File: config.mk
export PLATFORM = sky130hd
export DESIGN_NAME = slot_allocator_free_stack_core
export DESIGN_NICKNAME = d
export VERILOG_FILES = /design/src/rtl/safs_pkg.sv /design/src/rtl/slot_allocator_free_stack_core.sv /design/src/rtl/safs_ram.sv /design/src/rtl/safs_ctrl.sv /design/src/rtl/safs_dp.sv
export SDC_FILE = /design/constraint.sdc
export NUM_CORES = 1
export LEC_CHECK = 0
export ABC_AREA = 1
export BUFFER_PORTS_ARGS = -buffer_cell sky130_fd_sc_hd__buf_2
export CELL_PAD_IN_SITES_DETAIL_PLACEMENT = 0
export CELL_PAD_IN_SITES_GLOBAL_PLACEMENT = 1
export CORE_MARGIN = 8
export CORE_UTILIZATION = 55
export CTS_CLUSTER_DIAMETER = 60
export DETAILED_ROUTE_END_ITERATION = 16
export HOLD_SLACK_MARGIN = 0.03
export PLACE_DENSITY_LB_ADDON = 0.1
export SYNTH_ARGS = -nofsm -noshare
export SYNTH_HDL_FRONTEND = slang
export SYNTH_SLANG_ARGS = --single-unit
File: constraint.sdc
create_clock -name clk -period 8.4 [get_ports clk]
set_input_delay 0.84 -clock clk [delete_from_list [all_inputs] [get_ports clk]]
set_output_delay 0.84 -clock clk [all_outputs]
set_load 0.02 [all_outputs]
File: src/rtl/safs_pkg.sv
// Shared types and constants for the slot allocator with free stack
`timescale 1ns / 1ps
`default_nettype none

package safs_pkg;

  // fixed field widths
  localparam int OFF_W      = 15;
  localparam int SIZE_W     = 9;
  localparam int STAT_W     = 2;
  localparam int OFF_BYTES  = 2;
  localparam int DCNT_W     = $clog2(OFF_W);

  // element size after reset
  localparam logic [SIZE_W-1:0] ELEM_SIZE_RESET = SIZE_W'(32);

  // result status codes
  typedef logic [STAT_W-1:0] status_t;
  localparam status_t STATUS_OK         = 2'd0;
  localparam status_t STATUS_EXHAUSTED  = 2'd1;
  localparam status_t STATUS_STACK_FULL = 2'd2;
  localparam status_t STATUS_RANGE      = 2'd3;

  // request opcodes
  localparam logic OP_ALLOC = 1'b0;
  localparam logic OP_FREE  = 1'b1;

  // controller states
  typedef enum logic [2:0] {
    S_IDLE,
    S_START,
    S_POP,
    S_MUL,
    S_DIV,
    S_FREE,
    S_DONE
  } state_t;

  // controller to datapath commands
  typedef struct packed {
    logic load;        // capture input transfer, seed divider
    logic pop;         // read top of free stack, drop count
    logic take_fresh;  // index from bump counter
    logic idx_from_ram;
    logic mul;         // result offset from index times size
    logic set_exhaust;
    logic div_step;
    logic push;
    logic set_range;
    logic set_full;
    logic out_load;
  } cmd_t;

  // datapath to controller status
  typedef struct packed {
    logic op;
    logic stack_empty;
    logic stack_full;
    logic fresh_avail;
    logic div_last;
    logic quo_oob;
    logic out_free;
  } sts_t;

endpackage

`default_nettype wire

File: src/rtl/slot_allocator_free_stack_core.sv
// Top level of the fixed-size slot allocator with LIFO free stack
//
// Requests arrive on the in_ stream: in_tuser is the opcode (0 allocate,
// 1 free) and in_tdata[14:0] the byte offset to free. Each request gives
// one result on the out_ stream: out_tdata[14:0] the allocated byte offset
// (zero on free or error), out_tuser[1:0] the status (0 ok, 1 heap
// exhausted, 2 free stack full, 3 index out of range).
// The element size is written on the cfg_ channel (always ready) by the user
// only while idle; the block itself does not enforce this. One request is
// in work at a time. An allocate pops the stack top or takes the bump counter
// as its index and multiplies it by the element size, or finds the heap
// exhausted and only sets the status. A free runs the bit-serial divider
// that turns the offset into a slot index one quotient bit per cycle, then
// pushes the index or sets the range or stack-full status. The next request
// is taken in the cycle after the result is loaded.
// The result sits in an output register, so the next request is accepted
// and worked on while a stalled result waits; a finished result then
// waits in the controller until the output register is free.
// Reset (synchronous, active low) empties the free stack, clears the bump
// counter and sets the element size to 32; stack contents are not cleared.
`timescale 1ns / 1ps
`default_nettype none

module slot_allocator_free_stack_core #(
  parameter int CAPACITY = 128
) (
  input  wire logic                                   clk,
  input  wire logic                                   rst_n,
  // configuration write: element size
  input  wire logic                                   cfg_valid,
  output logic                                        cfg_ready,
  input  wire logic [safs_pkg::SIZE_W-1:0]            cfg_data,
  // request stream
  input  wire logic                                   in_tvalid,
  output logic                                        in_tready,
  input  wire logic [8*safs_pkg::OFF_BYTES-1:0]       in_tdata,   // [14:0] free_offset
  input  wire logic                                   in_tuser,   // [0] op
  // result stream
  output logic                                        out_tvalid,
  input  wire logic                                   out_tready,
  output logic      [8*safs_pkg::OFF_BYTES-1:0]       out_tdata,  // [14:0] offset
  output logic      [safs_pkg::STAT_W-1:0]            out_tuser   // [1:0] status
);

  import safs_pkg::*;

  cmd_t              cmd;
  sts_t              sts;
  logic [OFF_W-1:0]  res_offset;
  status_t           res_status;

  assign cfg_ready = 1'b1;

  // controller
  safs_ctrl u_ctrl (
    .clk      (clk),
    .rst_n    (rst_n),
    .in_valid (in_tvalid),
    .in_ready (in_tready),
    .sts      (sts),
    .cmd      (cmd)
  );

  // datapath
  safs_dp #(
    .CAPACITY (CAPACITY)
  ) u_dp (
    .clk        (clk),
    .rst_n      (rst_n),
    .cmd        (cmd),
    .sts        (sts),
    .cfg_we     (cfg_valid & cfg_ready),
    .cfg_size   (cfg_data),
    .in_op      (in_tuser),
    .in_offset  (in_tdata[OFF_W-1:0]),
    .out_valid  (out_tvalid),
    .out_ready  (out_tready),
    .out_offset (res_offset),
    .out_status (res_status)
  );

  // pack result payload
  assign out_tdata = {{(8*OFF_BYTES-OFF_W){1'b0}}, res_offset};
  assign out_tuser = res_status;

  // a result is only loaded when the output register can take it
  a_load_free: assert property (@(posedge clk) disable iff (!rst_n)
    cmd.out_load |-> sts.out_free)
    else $error("result loaded over a pending output");

  // never pop an empty stack
  a_pop_nonempty: assert property (@(posedge clk) disable iff (!rst_n)
    cmd.pop |-> !sts.stack_empty)
    else $error("pop from empty free stack");

  // push only a valid index onto a stack with room
  a_push_ok: assert property (@(posedge clk) disable iff (!rst_n)
    cmd.push |-> (!sts.stack_full && !sts.quo_oob))
    else $error("illegal push onto free stack");

  // an accepted request makes the block busy
  a_busy: assert property (@(posedge clk) disable iff (!rst_n)
    (in_tvalid && in_tready) |=> !in_tready)
    else $error("input accepted while a request is in work");

endmodule

`default_nettype wire

File: src/rtl/safs_ram.sv
// Generic simple dual-port RAM with registered read
`timescale 1ns / 1ps
`default_nettype none

module safs_ram #(
  parameter int WIDTH = 8,
  parameter int DEPTH = 16
) (
  input  wire logic                     clk,
  input  wire logic                     wr_en,
  input  wire logic [$clog2(DEPTH)-1:0] wr_addr,
  input  wire logic [WIDTH-1:0]         wr_data,
  input  wire logic                     rd_en,
  input  wire logic [$clog2(DEPTH)-1:0] rd_addr,
  output logic      [WIDTH-1:0]         rd_data
);

  logic [WIDTH-1:0] mem [DEPTH];

  // write port
  always_ff @(posedge clk) begin
    if (wr_en) begin
      mem[wr_addr] <= wr_data;
    end
  end

  // registered read port
  always_ff @(posedge clk) begin
    if (rd_en) begin
      rd_data <= mem[rd_addr];
    end
  end

endmodule

`default_nettype wire

File: src/rtl/safs_ctrl.sv
// Controller state machine sequencing allocate and free requests
`timescale 1ns / 1ps
`default_nettype none

module safs_ctrl (
  input  wire logic            clk,
  input  wire logic            rst_n,
  input  wire logic            in_valid,
  output logic                 in_ready,
  input  wire safs_pkg::sts_t  sts,
  output safs_pkg::cmd_t       cmd
);

  import safs_pkg::*;

  state_t state_r;
  state_t state_nxt;

  // state register
  always_ff @(posedge clk) begin
    if (!rst_n) begin
      state_r <= S_IDLE;
    end else begin
      state_r <= state_nxt;
    end
  end

  // next state
  always_comb begin
    state_nxt = state_r;
    unique case (state_r)
      S_IDLE: begin
        if (in_valid) state_nxt = S_START;
      end
      S_START: begin
        if (sts.op == OP_FREE) begin
          state_nxt = S_DIV;
        end else if (!sts.stack_empty) begin
          state_nxt = S_POP;
        end else if (sts.fresh_avail) begin
          state_nxt = S_MUL;
        end else begin
          state_nxt = S_DONE;
        end
      end
      S_POP:  state_nxt = S_MUL;
      S_MUL:  state_nxt = S_DONE;
      S_DIV: begin
        if (sts.div_last) state_nxt = S_FREE;
      end
      S_FREE: state_nxt = S_DONE;
      S_DONE: begin
        if (sts.out_free) state_nxt = S_IDLE;
      end
      default: state_nxt = S_IDLE;
    endcase
  end

  // command outputs
  always_comb begin
    cmd      = '0;
    in_ready = 1'b0;
    unique case (state_r)
      S_IDLE: begin
        in_ready = 1'b1;
        cmd.load = in_valid;
      end
      S_START: begin
        if (sts.op == OP_ALLOC) begin
          if (!sts.stack_empty) begin
            cmd.pop = 1'b1;
          end else if (sts.fresh_avail) begin
            cmd.take_fresh = 1'b1;
          end else begin
            cmd.set_exhaust = 1'b1;
          end
        end
      end
      S_POP:  cmd.idx_from_ram = 1'b1;
      S_MUL:  cmd.mul = 1'b1;
      S_DIV:  cmd.div_step = 1'b1;
      S_FREE: begin
        if (sts.quo_oob) begin
          cmd.set_range = 1'b1;
        end else if (sts.stack_full) begin
          cmd.set_full = 1'b1;
        end else begin
          cmd.push = 1'b1;
        end
      end
      S_DONE: cmd.out_load = sts.out_free;
      default: ;
    endcase
  end

endmodule

`default_nettype wire

File: src/rtl/safs_dp.sv
// Datapath: counters, free stack, serial divider, multiplier and output register
`timescale 1ns / 1ps
`default_nettype none

module safs_dp #(
  parameter int CAPACITY = 128
) (
  input  wire logic                          clk,
  input  wire logic                          rst_n,
  input  wire safs_pkg::cmd_t                cmd,
  output safs_pkg::sts_t                     sts,
  input  wire logic                          cfg_we,
  input  wire logic [safs_pkg::SIZE_W-1:0]   cfg_size,
  input  wire logic                          in_op,
  input  wire logic [safs_pkg::OFF_W-1:0]    in_offset,
  output logic                               out_valid,
  input  wire logic                          out_ready,
  output logic      [safs_pkg::OFF_W-1:0]    out_offset,
  output safs_pkg::status_t                  out_status
);

  import safs_pkg::*;

  localparam int IDX_W  = $clog2(CAPACITY);
  localparam int CNT_W  = $clog2(CAPACITY + 1);
  localparam int PROD_W = IDX_W + SIZE_W;

  // control registers
  logic [SIZE_W-1:0] size_r,  size_nxt;
  logic [CNT_W-1:0]  count_r, count_nxt;
  logic [CNT_W-1:0]  fresh_r, fresh_nxt;
  logic              out_valid_r, out_valid_nxt;
  logic [DCNT_W-1:0] dcnt_r,  dcnt_nxt;

  // payload registers
  logic              op_r,     op_nxt;
  logic [SIZE_W-1:0] rem_r,    rem_nxt;
  logic [OFF_W-1:0]  quo_r,    quo_nxt;
  logic [IDX_W-1:0]  idx_r,    idx_nxt;
  logic [OFF_W-1:0]  res_off_r, res_off_nxt;
  status_t           res_st_r,  res_st_nxt;
  logic [OFF_W-1:0]  out_off_r, out_off_nxt;
  status_t           out_st_r,  out_st_nxt;

  logic [SIZE_W-1:0] size_eff;
  logic [SIZE_W:0]   shifted;
  logic [SIZE_W+1:0] diff;
  logic              ge;
  logic [PROD_W-1:0] prod;
  logic [CNT_W-1:0]  cnt_dec;
  logic [IDX_W-1:0]  ram_rd_data;
  logic              out_free;

  // zero size acts as one
  assign size_eff = (size_r == '0) ? SIZE_W'(1) : size_r;

  // one restoring divide step
  assign shifted = {rem_r, quo_r[OFF_W-1]};
  assign diff    = {1'b0, shifted} - {2'b00, size_eff};
  assign ge      = ~diff[SIZE_W+1];

  assign prod    = idx_r * size_eff;
  assign cnt_dec = count_r - CNT_W'(1);

  // free stack storage
  safs_ram #(
    .WIDTH (IDX_W),
    .DEPTH (CAPACITY)
  ) u_stack (
    .clk     (clk),
    .wr_en   (cmd.push),
    .wr_addr (count_r[IDX_W-1:0]),
    .wr_data (quo_r[IDX_W-1:0]),
    .rd_en   (cmd.pop),
    .rd_addr (cnt_dec[IDX_W-1:0]),
    .rd_data (ram_rd_data)
  );

  assign out_free = ~out_valid_r | out_ready;

  // next values
  always_comb begin
    size_nxt      = cfg_we ? cfg_size : size_r;
    count_nxt     = count_r;
    fresh_nxt     = fresh_r;
    dcnt_nxt      = dcnt_r;
    op_nxt        = op_r;
    rem_nxt       = rem_r;
    quo_nxt       = quo_r;
    idx_nxt       = idx_r;
    res_off_nxt   = res_off_r;
    res_st_nxt    = res_st_r;
    out_off_nxt   = out_off_r;
    out_st_nxt    = out_st_r;
    out_valid_nxt = out_valid_r & ~out_ready;

    // capture request and seed divider
    if (cmd.load) begin
      op_nxt      = in_op;
      quo_nxt     = in_offset;
      rem_nxt     = '0;
      dcnt_nxt    = '0;
      res_off_nxt = '0;
      res_st_nxt  = STATUS_OK;
    end
    // allocate path
    if (cmd.pop)          count_nxt = cnt_dec;
    if (cmd.take_fresh) begin
      idx_nxt   = fresh_r[IDX_W-1:0];
      fresh_nxt = fresh_r + CNT_W'(1);
    end
    if (cmd.idx_from_ram) idx_nxt = ram_rd_data;
    if (cmd.mul)          res_off_nxt = OFF_W'(prod);
    if (cmd.set_exhaust)  res_st_nxt = STATUS_EXHAUSTED;
    // free path
    if (cmd.div_step) begin
      rem_nxt  = ge ? diff[SIZE_W-1:0] : shifted[SIZE_W-1:0];
      quo_nxt  = {quo_r[OFF_W-2:0], ge};
      dcnt_nxt = dcnt_r + DCNT_W'(1);
    end
    if (cmd.push)      count_nxt = count_r + CNT_W'(1);
    if (cmd.set_range) res_st_nxt = STATUS_RANGE;
    if (cmd.set_full)  res_st_nxt = STATUS_STACK_FULL;
    // result into output register
    if (cmd.out_load) begin
      out_off_nxt   = res_off_r;
      out_st_nxt    = res_st_r;
      out_valid_nxt = 1'b1;
    end
  end

  // control state with reset
  always_ff @(posedge clk) begin
    if (!rst_n) begin
      size_r      <= ELEM_SIZE_RESET;
      count_r     <= '0;
      fresh_r     <= '0;
      dcnt_r      <= '0;
      out_valid_r <= 1'b0;
    end else begin
      size_r      <= size_nxt;
      count_r     <= count_nxt;
      fresh_r     <= fresh_nxt;
      dcnt_r      <= dcnt_nxt;
      out_valid_r <= out_valid_nxt;
    end
  end

  // payload registers
  always_ff @(posedge clk) begin
    op_r      <= op_nxt;
    rem_r     <= rem_nxt;
    quo_r     <= quo_nxt;
    idx_r     <= idx_nxt;
    res_off_r <= res_off_nxt;
    res_st_r  <= res_st_nxt;
    out_off_r <= out_off_nxt;
    out_st_r  <= out_st_nxt;
  end

  // status to controller
  always_comb begin
    sts.op          = op_r;
    sts.stack_empty = (count_r == '0);
    sts.stack_full  = (count_r == CNT_W'(CAPACITY));
    sts.fresh_avail = (fresh_r < CNT_W'(CAPACITY));
    sts.div_last    = (dcnt_r == DCNT_W'(OFF_W - 1));
    sts.quo_oob     = ({1'b0, quo_r} >= (OFF_W + 1)'(CAPACITY));
    sts.out_free    = out_free;
  end

  assign out_valid  = out_valid_r;
  assign out_offset = out_off_r;
  assign out_status = out_st_r;

endmodule

`default_nettype wire
== Word level (Yosys, flattened, before mapping) ==
Memory sizes are Yosys's and may differ from the RTL's. A register that Yosys moved wholly into a read port is not among the register bits.
Cells that the tools add are included.
Word-level totals
  bits in registers: 99
  memory bits (writable): 896
  input port bits: 31
  output and inout port bits: 21
  logic and storage cells: 100
  memories: 1
Cells by class
  add/sub/neg operators: 5
  $mul: 1
  magnitude comparators: 2
  equal/unequal tests: 11
  mux-type cells: 48
  bitwise logic cells: 5
  reductions and logical operators: 12
Memory list
  u_dp.u_stack.mem: depth 128, bits a word 7, rd ports 1, clocked after Yosys merged registers in 1, write ports 1, line safs_ram.sv:18  | logic [WIDTH-1:0] mem [DEPTH];
Operator list (count)
  2-to-1 mux 15 bit: 4
  2-to-1 mux 9 bit: 4
  2-to-1 mux 1 bit: 22
  2-to-1 mux 3 bit: 7
  case mux 3 bit (6 select lines): 1
  adder 8 x 1 -> 8 bit, second input constant: 2
  2-to-1 mux 8 bit: 2
  greater-or-equal comparator 15 x 8 -> 1 bit, second input constant: 1
  multiplier 7 x 9 -> 15 bit: 1
  2-to-1 mux 7 bit: 2
  subtractor 10 x 9 -> 11 bit: 1
  nonzero test 2 bit: 5
  equality test 3 bit, second input constant: 3
  logical NOT 9 bit: 1
  equality test 8 bit, second input constant: 1
  logical NOT 8 bit: 1
  less-than comparator 8 bit, second input constant: 1
  2-to-1 mux 2 bit: 4
  2-to-1 mux 4 bit: 2
  subtractor 8 x 1 -> 8 bit, second input constant: 1
  equality test 3 x 2 -> 1 bit, second input constant: 2
  adder 4 x 1 -> 4 bit, second input constant: 1
  equality test 4 bit, second input constant: 1
  inequality test 2 bit, second input constant: 2
  other kinds (9): 12

== Logic depth before layout (Yosys ltp) ==
  depth after elaboration: 7
  depth in mapped cells: 22
  depth with buffers taken out: 21

== Cells and area by module ==
A second synthesis with hierarchy kept.
Second synthesis, totals
  cells, all modules: 4076
  area, all modules: 44243.7 sq um
By module, submodules not included
  safs_ram: instances 1, cells each 3152, area an instance 37161.9 sq um, sequential area each 27116.0 sq um
  safs_dp: instances 1, cells each 859, area an instance 6740.2 sq um, sequential area each 2562.5 sq um
  safs_ctrl: instances 1, cells each 61, area an instance 319.1 sq um, sequential area each 60.1 sq um
  slot_allocator_free_stack_core: instances 1, cells each 4, area an instance 22.5 sq um, sequential area each 0.0 sq um

== Worst setup path after synthesis ==
OpenSTA, ideal clock, no wires.
  path type: register to register
  start: register u_dp.size_r[8]
  end: register u_dp.res_off_r[11], data pin
  arrival time: 4.263 ns
  slack: 3.887 ns
  stages on the path, launching flop included: 21
  cells stage by stage: dfxtp_1 -> clkbuf_1 -> inv_1 -> a31oi_1 -> inv_1 -> nand2_1 -> fa_1 -> fa_1 -> inv_1 -> fa_1 -> inv_1 -> fa_1 -> inv_1 -> ha_1 -> a21oi_1 -> a21boi_0 -> o21ai_0 -> nand3_1 -> nand3_1 -> nand2_1 -> nor2_1
Between the ends
  cells in the longest elaborated chain, start to end: 4
RTL lines
  start: declaration: line safs_dp.sv:29  | logic [SIZE_W-1:0] size_r, size_nxt;
  start signal: assignment: line safs_dp.sv:141  | size_r <= size_nxt;
  logical NOT 9 bit: line safs_dp.sv:55  | assign size_eff = (size_r == '0) ? SIZE_W'(1) : size_r;
  2-to-1 mux 9 bit (*): line safs_dp.sv:55
  multiplier 7 x 9 -> 15 bit (*): line safs_dp.sv:62  | assign prod = idx_r * size_eff;
  2-to-1 mux 15 bit (*): line safs_dp.sv:113  | if (cmd.mul) res_off_nxt = OFF_W'(prod);
  end signal: assignment: line safs_dp.sv:155  | res_off_r <= res_off_nxt;
  end: declaration: line safs_dp.sv:40  | logic [OFF_W-1:0] res_off_r, res_off_nxt;
Mark *: on every way between the ends. The rest lies on a longest branch, timed or not.
A chain may end at the register's enable or synchronous reset.

== Final worst setup path ==
  start: register u_dp.count_r[0]
  end: register u_dp.u_stack.rd_data[1], read port of u_dp.u_stack.mem, data pin
Between the ends
  cells in the longest elaborated chain, start to end: 4
RTL lines
  start: declaration: line safs_dp.sv:30  | logic [CNT_W-1:0] count_r, count_nxt;
  start signal: assignment: line safs_dp.sv:142  | count_r <= count_nxt;
  branches (longest 4 deep; another with subtractor 8 x 1 -> 8 bit)
  end: declaration: line safs_ram.sv:15  | output logic [WIDTH-1:0] rd_data
Several ways; the timed one is not identified.

==> results.rst <==
.. list-table::
   :header-rows: 1

   * - Metric
     - Value
   * - TritonCTS clock tree
     - built
   * - Placed insts
     - roughly 4900
   * - Initial standard-cell utilization of the core
     - a little under three fifths
   * - Min Tclk post-route
     - 6120 ps
   * - Root cell of the clock tree
     - sky130_fd_sc_hd__clkbuf_16
   * - Slowest cell on crit path
     - sky130_fd_sc_hd__clkinv_2
   * - Worst VDD drop
     - 0.223 mV
   * - Max stage delay on crit path
     - ~1000 ps
   * - Leading register cell type out of synthesis
     - sky130_fd_sc_hd__edfxtp_1
   * - Maximum Capacitance Violations
     - 0
   * - CTS Buf Count
     - between 100 and 150
   * - Share of final-layout standard cells stronger than drive strength 1
     - 7.17%
   * - Gr usage total
     - between 20% and 30%
   * - Endpoint type of the worst setup path
     - register
   * - Share of the yosys chip area belonging to registers
     - 68.0%
   * - Required time of the critical path
     - slightly below 9000 ps
   * - Post-synthesis cell type count
     - 48
   * - Post-synth top cells
     - sky130_fd_sc_hd__nand2_1, sky130_fd_sc_hd__edfxtp_1, sky130_fd_sc_hd__nand3_1
   * - Startpoint of the worst-slack reg-to-reg timing path
     - u_dp.count_r[0]
   * - Number of primary I/O pins
     - 52
   * - Final net count
     - 4051
   * - First DRT Iteration DRCs
     - a little under 3000
   * - Cts-stage hold buffer count
     - 0
   * - DP Wirelength
     - ~63000 um
   * - Launching instance or port of the critical path
     - u_dp.count_r[0]
   * - Ant. Diodes
     - 0
   * - Class of the tightest hold or removal check
     - input pin to register
   * - Setup repair after global routing missed its margin
     - false
   * - DRT antenna net count
     - 0
   * - Source-to-sink clock delay at the later pin of the worst-skew pair
     - 660 ps
   * - Post-Layout Cell Count
     - slightly above 5000
   * - Syn Area/Cell
     - 11.0 um2
   * - Area of the mapped netlist
     - about 44000 um2
   * - Routability cong.
     - 0.845
   * - Average via count per standard cell
     - ~5.7
   * - Worst-case clock buffer depth
     - 3
   * - Synthesis warning total
     - 0
   * - Port Buf Inserts
     - 48
   * - Rel. slew slack
     - 24.8%
   * - Vert. Die Dim
     - just under 300 um
   * - Core Area
     - 78900 um2
   * - Maximum level of the CTS H-tree
     - 3
   * - Congestion Overflow GR
     - 0
   * - Area fraction of the dominant cell type after synthesis
     - between 60 and 70%
   * - DRC viols
     - 0
   * - Vias in the first global route
     - 28400
   * - Area delta synth->final
     - 9.63%
   * - Leading area contributor after synthesis
     - sky130_fd_sc_hd__edfxtp_1
   * - Startpoint type of the worst setup path
     - register
   * - Power consumption
     - 13.0 mW
   * - Rows
     - 103
   * - Crit Path Class
     - register to register
   * - Crit path cell chain
     - clkinv_8 > ha_4 > inv_1 > nand2_1 > nand2_4 > clkinv_2 > buf_4 > nand3_1 > nand3_1 > nand3_1 > nand3_1 > nand2_1 > nand2_1 > nand2_1
   * - Number of pins with negative max-slew slack in the final report
     - 0
   * - Worst setup skew after layout
     - between 20 and 25 ps
   * - Fin. Hold Viols
     - 0
   * - Mean routed wirelength per cell
     - about 21 um
   * - Final hold slack
     - 378 ps
   * - Number of antenna violations at the first check in global routing
     - 0
   * - Async set-reset flop share out of synthesis
     - 0%
   * - Signal arrival time at the worst endpoint
     - around 6600 ps
   * - CTS resizes
     - 0
   * - Die extent in x
     - approximately 300 um
   * - Global-route wire length before repair
     - ~170000 um
   * - Synthesis-stage register bit count
     - approximately 1000
   * - Largest net degree at the start of global routing
     - about 220
   * - Number of setup violations in the final report
     - 0
   * - LEAKAGE
     - approximately 18 nW
   * - Fraction of the cycle the final worst path needs
     - 72.9%
   * - Die area
     - roughly 89000 um2
   * - Clock transition at the registers of the reported paths
     - 60 ps
   * - Tightest Pin Transition
     - approximately 1100 ps
   * - Count of vias placed by the detailed router
     - approximately 29000
   * - Max frequency
     - 163 MHz
   * - Accumulated negative setup slack
     - 0 ps
   * - Clock Sinks
     - approximately 1000
   * - Number of enable-type register cells in the synthesized netlist
     - around 970
   * - 1st-pass router iterations
     - 5
   * - Total power per unit cell area
     - ~270 nW/um2
   * - Worst Min Path Start
     - in_tuser
   * - Number of standard cells after synthesis
     - roughly 4000
   * - WL final
     - about 110000 um
   * - Synthesized Nets
     - about 4100
   * - Status
     - finished clean
   * - Critical path fanouts, max
     - between 200 and 250
   * - Top-count cell post-synth
     - sky130_fd_sc_hd__nand2_1
   * - Number of buffers inserted by post-CTS setup repair
     - 0
   * - Largest cells by area after synthesis
     - sky130_fd_sc_hd__edfxtp_1, sky130_fd_sc_hd__nand2_1, sky130_fd_sc_hd__nand3_1
==> report_power, final <==
group	internal (mW)	switching (mW)	leakage, nW	total [mW]
Clock	2.70	1.96	1.68	4.66
Sequential	6.33	0.0991	9.01	6.43
Combinational	0.433	1.51	7.19	1.94
==> worst max-delay path, delay by kind of cell (launching register included) <==
kind          cells  cell delay, ps
buf+inv           4            2600
simple gates      9            1800
flops             1             920
fa+ha+maj         1             500
==> through the flow <==
stage	instance area (um2)	setup slack (ps)	utilization (%)
detailed placement	44500	2180	56.4
global placement	44500	2270	56.4
CTS	47900	2200	60.8
floorplan	43700	3890	-
finish	47900	2280	60.8
global route	47900	1790	60.8
==> cell type report <==
| type | instances | area (um2) |
|---|---|---|
| Tap cell | 1050 | 1310 |
| Fill cell | 6332 | 30900 |
| Multi-Input combinational cell | 2526 | 12000 |
| Clock inverter | 82 | 817 |
| Inverter | 225 | 871 |
| Timing Repair Buffer | 81 | 500 |
| Clock buffer | 115 | 2670 |
| Sequential cell | 1002 | 29700 |
==> flip-flops by register name, summed over array words and instances, names as in the netlist, 8 cells and up <==
signal	flops
u_dp.quo_r	15
u_dp.out_offset	15
u_dp.count_r	8
u_dp.fresh_r	8
u_dp.u_stack.mem	896
u_dp.res_off_r	15
u_dp.size_r	9
u_dp.rem_r	9
==> routing by layer <==
layer,track usage [%],vias to the layer above,share of wire (%)
met5,0,-,0
met4,7.78,0,2.9
met3,3.02,202,6.4
met2,39.7,936,48
met1,32.6,14100,43
li1,-,13600,-
==> final timing paths <==
| kind | endpoint | slack, ps | cells after the start |
|---|---|---|---|
| worst max-delay path | u_dp.u_stack.rd_data[1] | 2280 | 14 |
| worst min register to register | u_dp.out_offset[10] | 420 | 0 |
| worst min-delay path | u_dp.op_r | 380 | 1 |
| worst max register to register | u_dp.u_stack.rd_data[1] | 2280 | 14 |
==> kinds of logic after synthesis <==
kind of cell / share of synthesized area (%)
buf+inv: 4.56
flops: 68.0
fa+ha+maj: 2.87
xor+xnor: 0.355
other cells: 0.0172
mux: 0.0515
simple gates: 21.8
compound gates: 2.36
==> placed cells by master (no fill, tap or decap), drive strengths merged, types with 2 or more instances in the layout <==
cell type,Yosys,routed
a211oi,2,2
a21boi,2,2
a21o,2,2
a21oi,62,62
a22oi,2,2
a31oi,3,3
buf,178,81
bufinv,0,13
clkbuf,47,115
clkinv,1,55
clkinvlp,0,9
conb,2,2
dfxtp,35,35
edfxtp,967,967
fa,34,34
ha,46,46
inv,224,230
mux2,2,2
nand2,1215,1215
nand3,755,755
nand4,3,3
nor2,248,248
nor3,17,17
nor4,2,2
o211ai,32,32
o21a,2,2
o21ai,71,71
or2,3,3
xnor2,6,6
xor2,10,10
No activity file was read; power rests on OpenSTA's default activity.
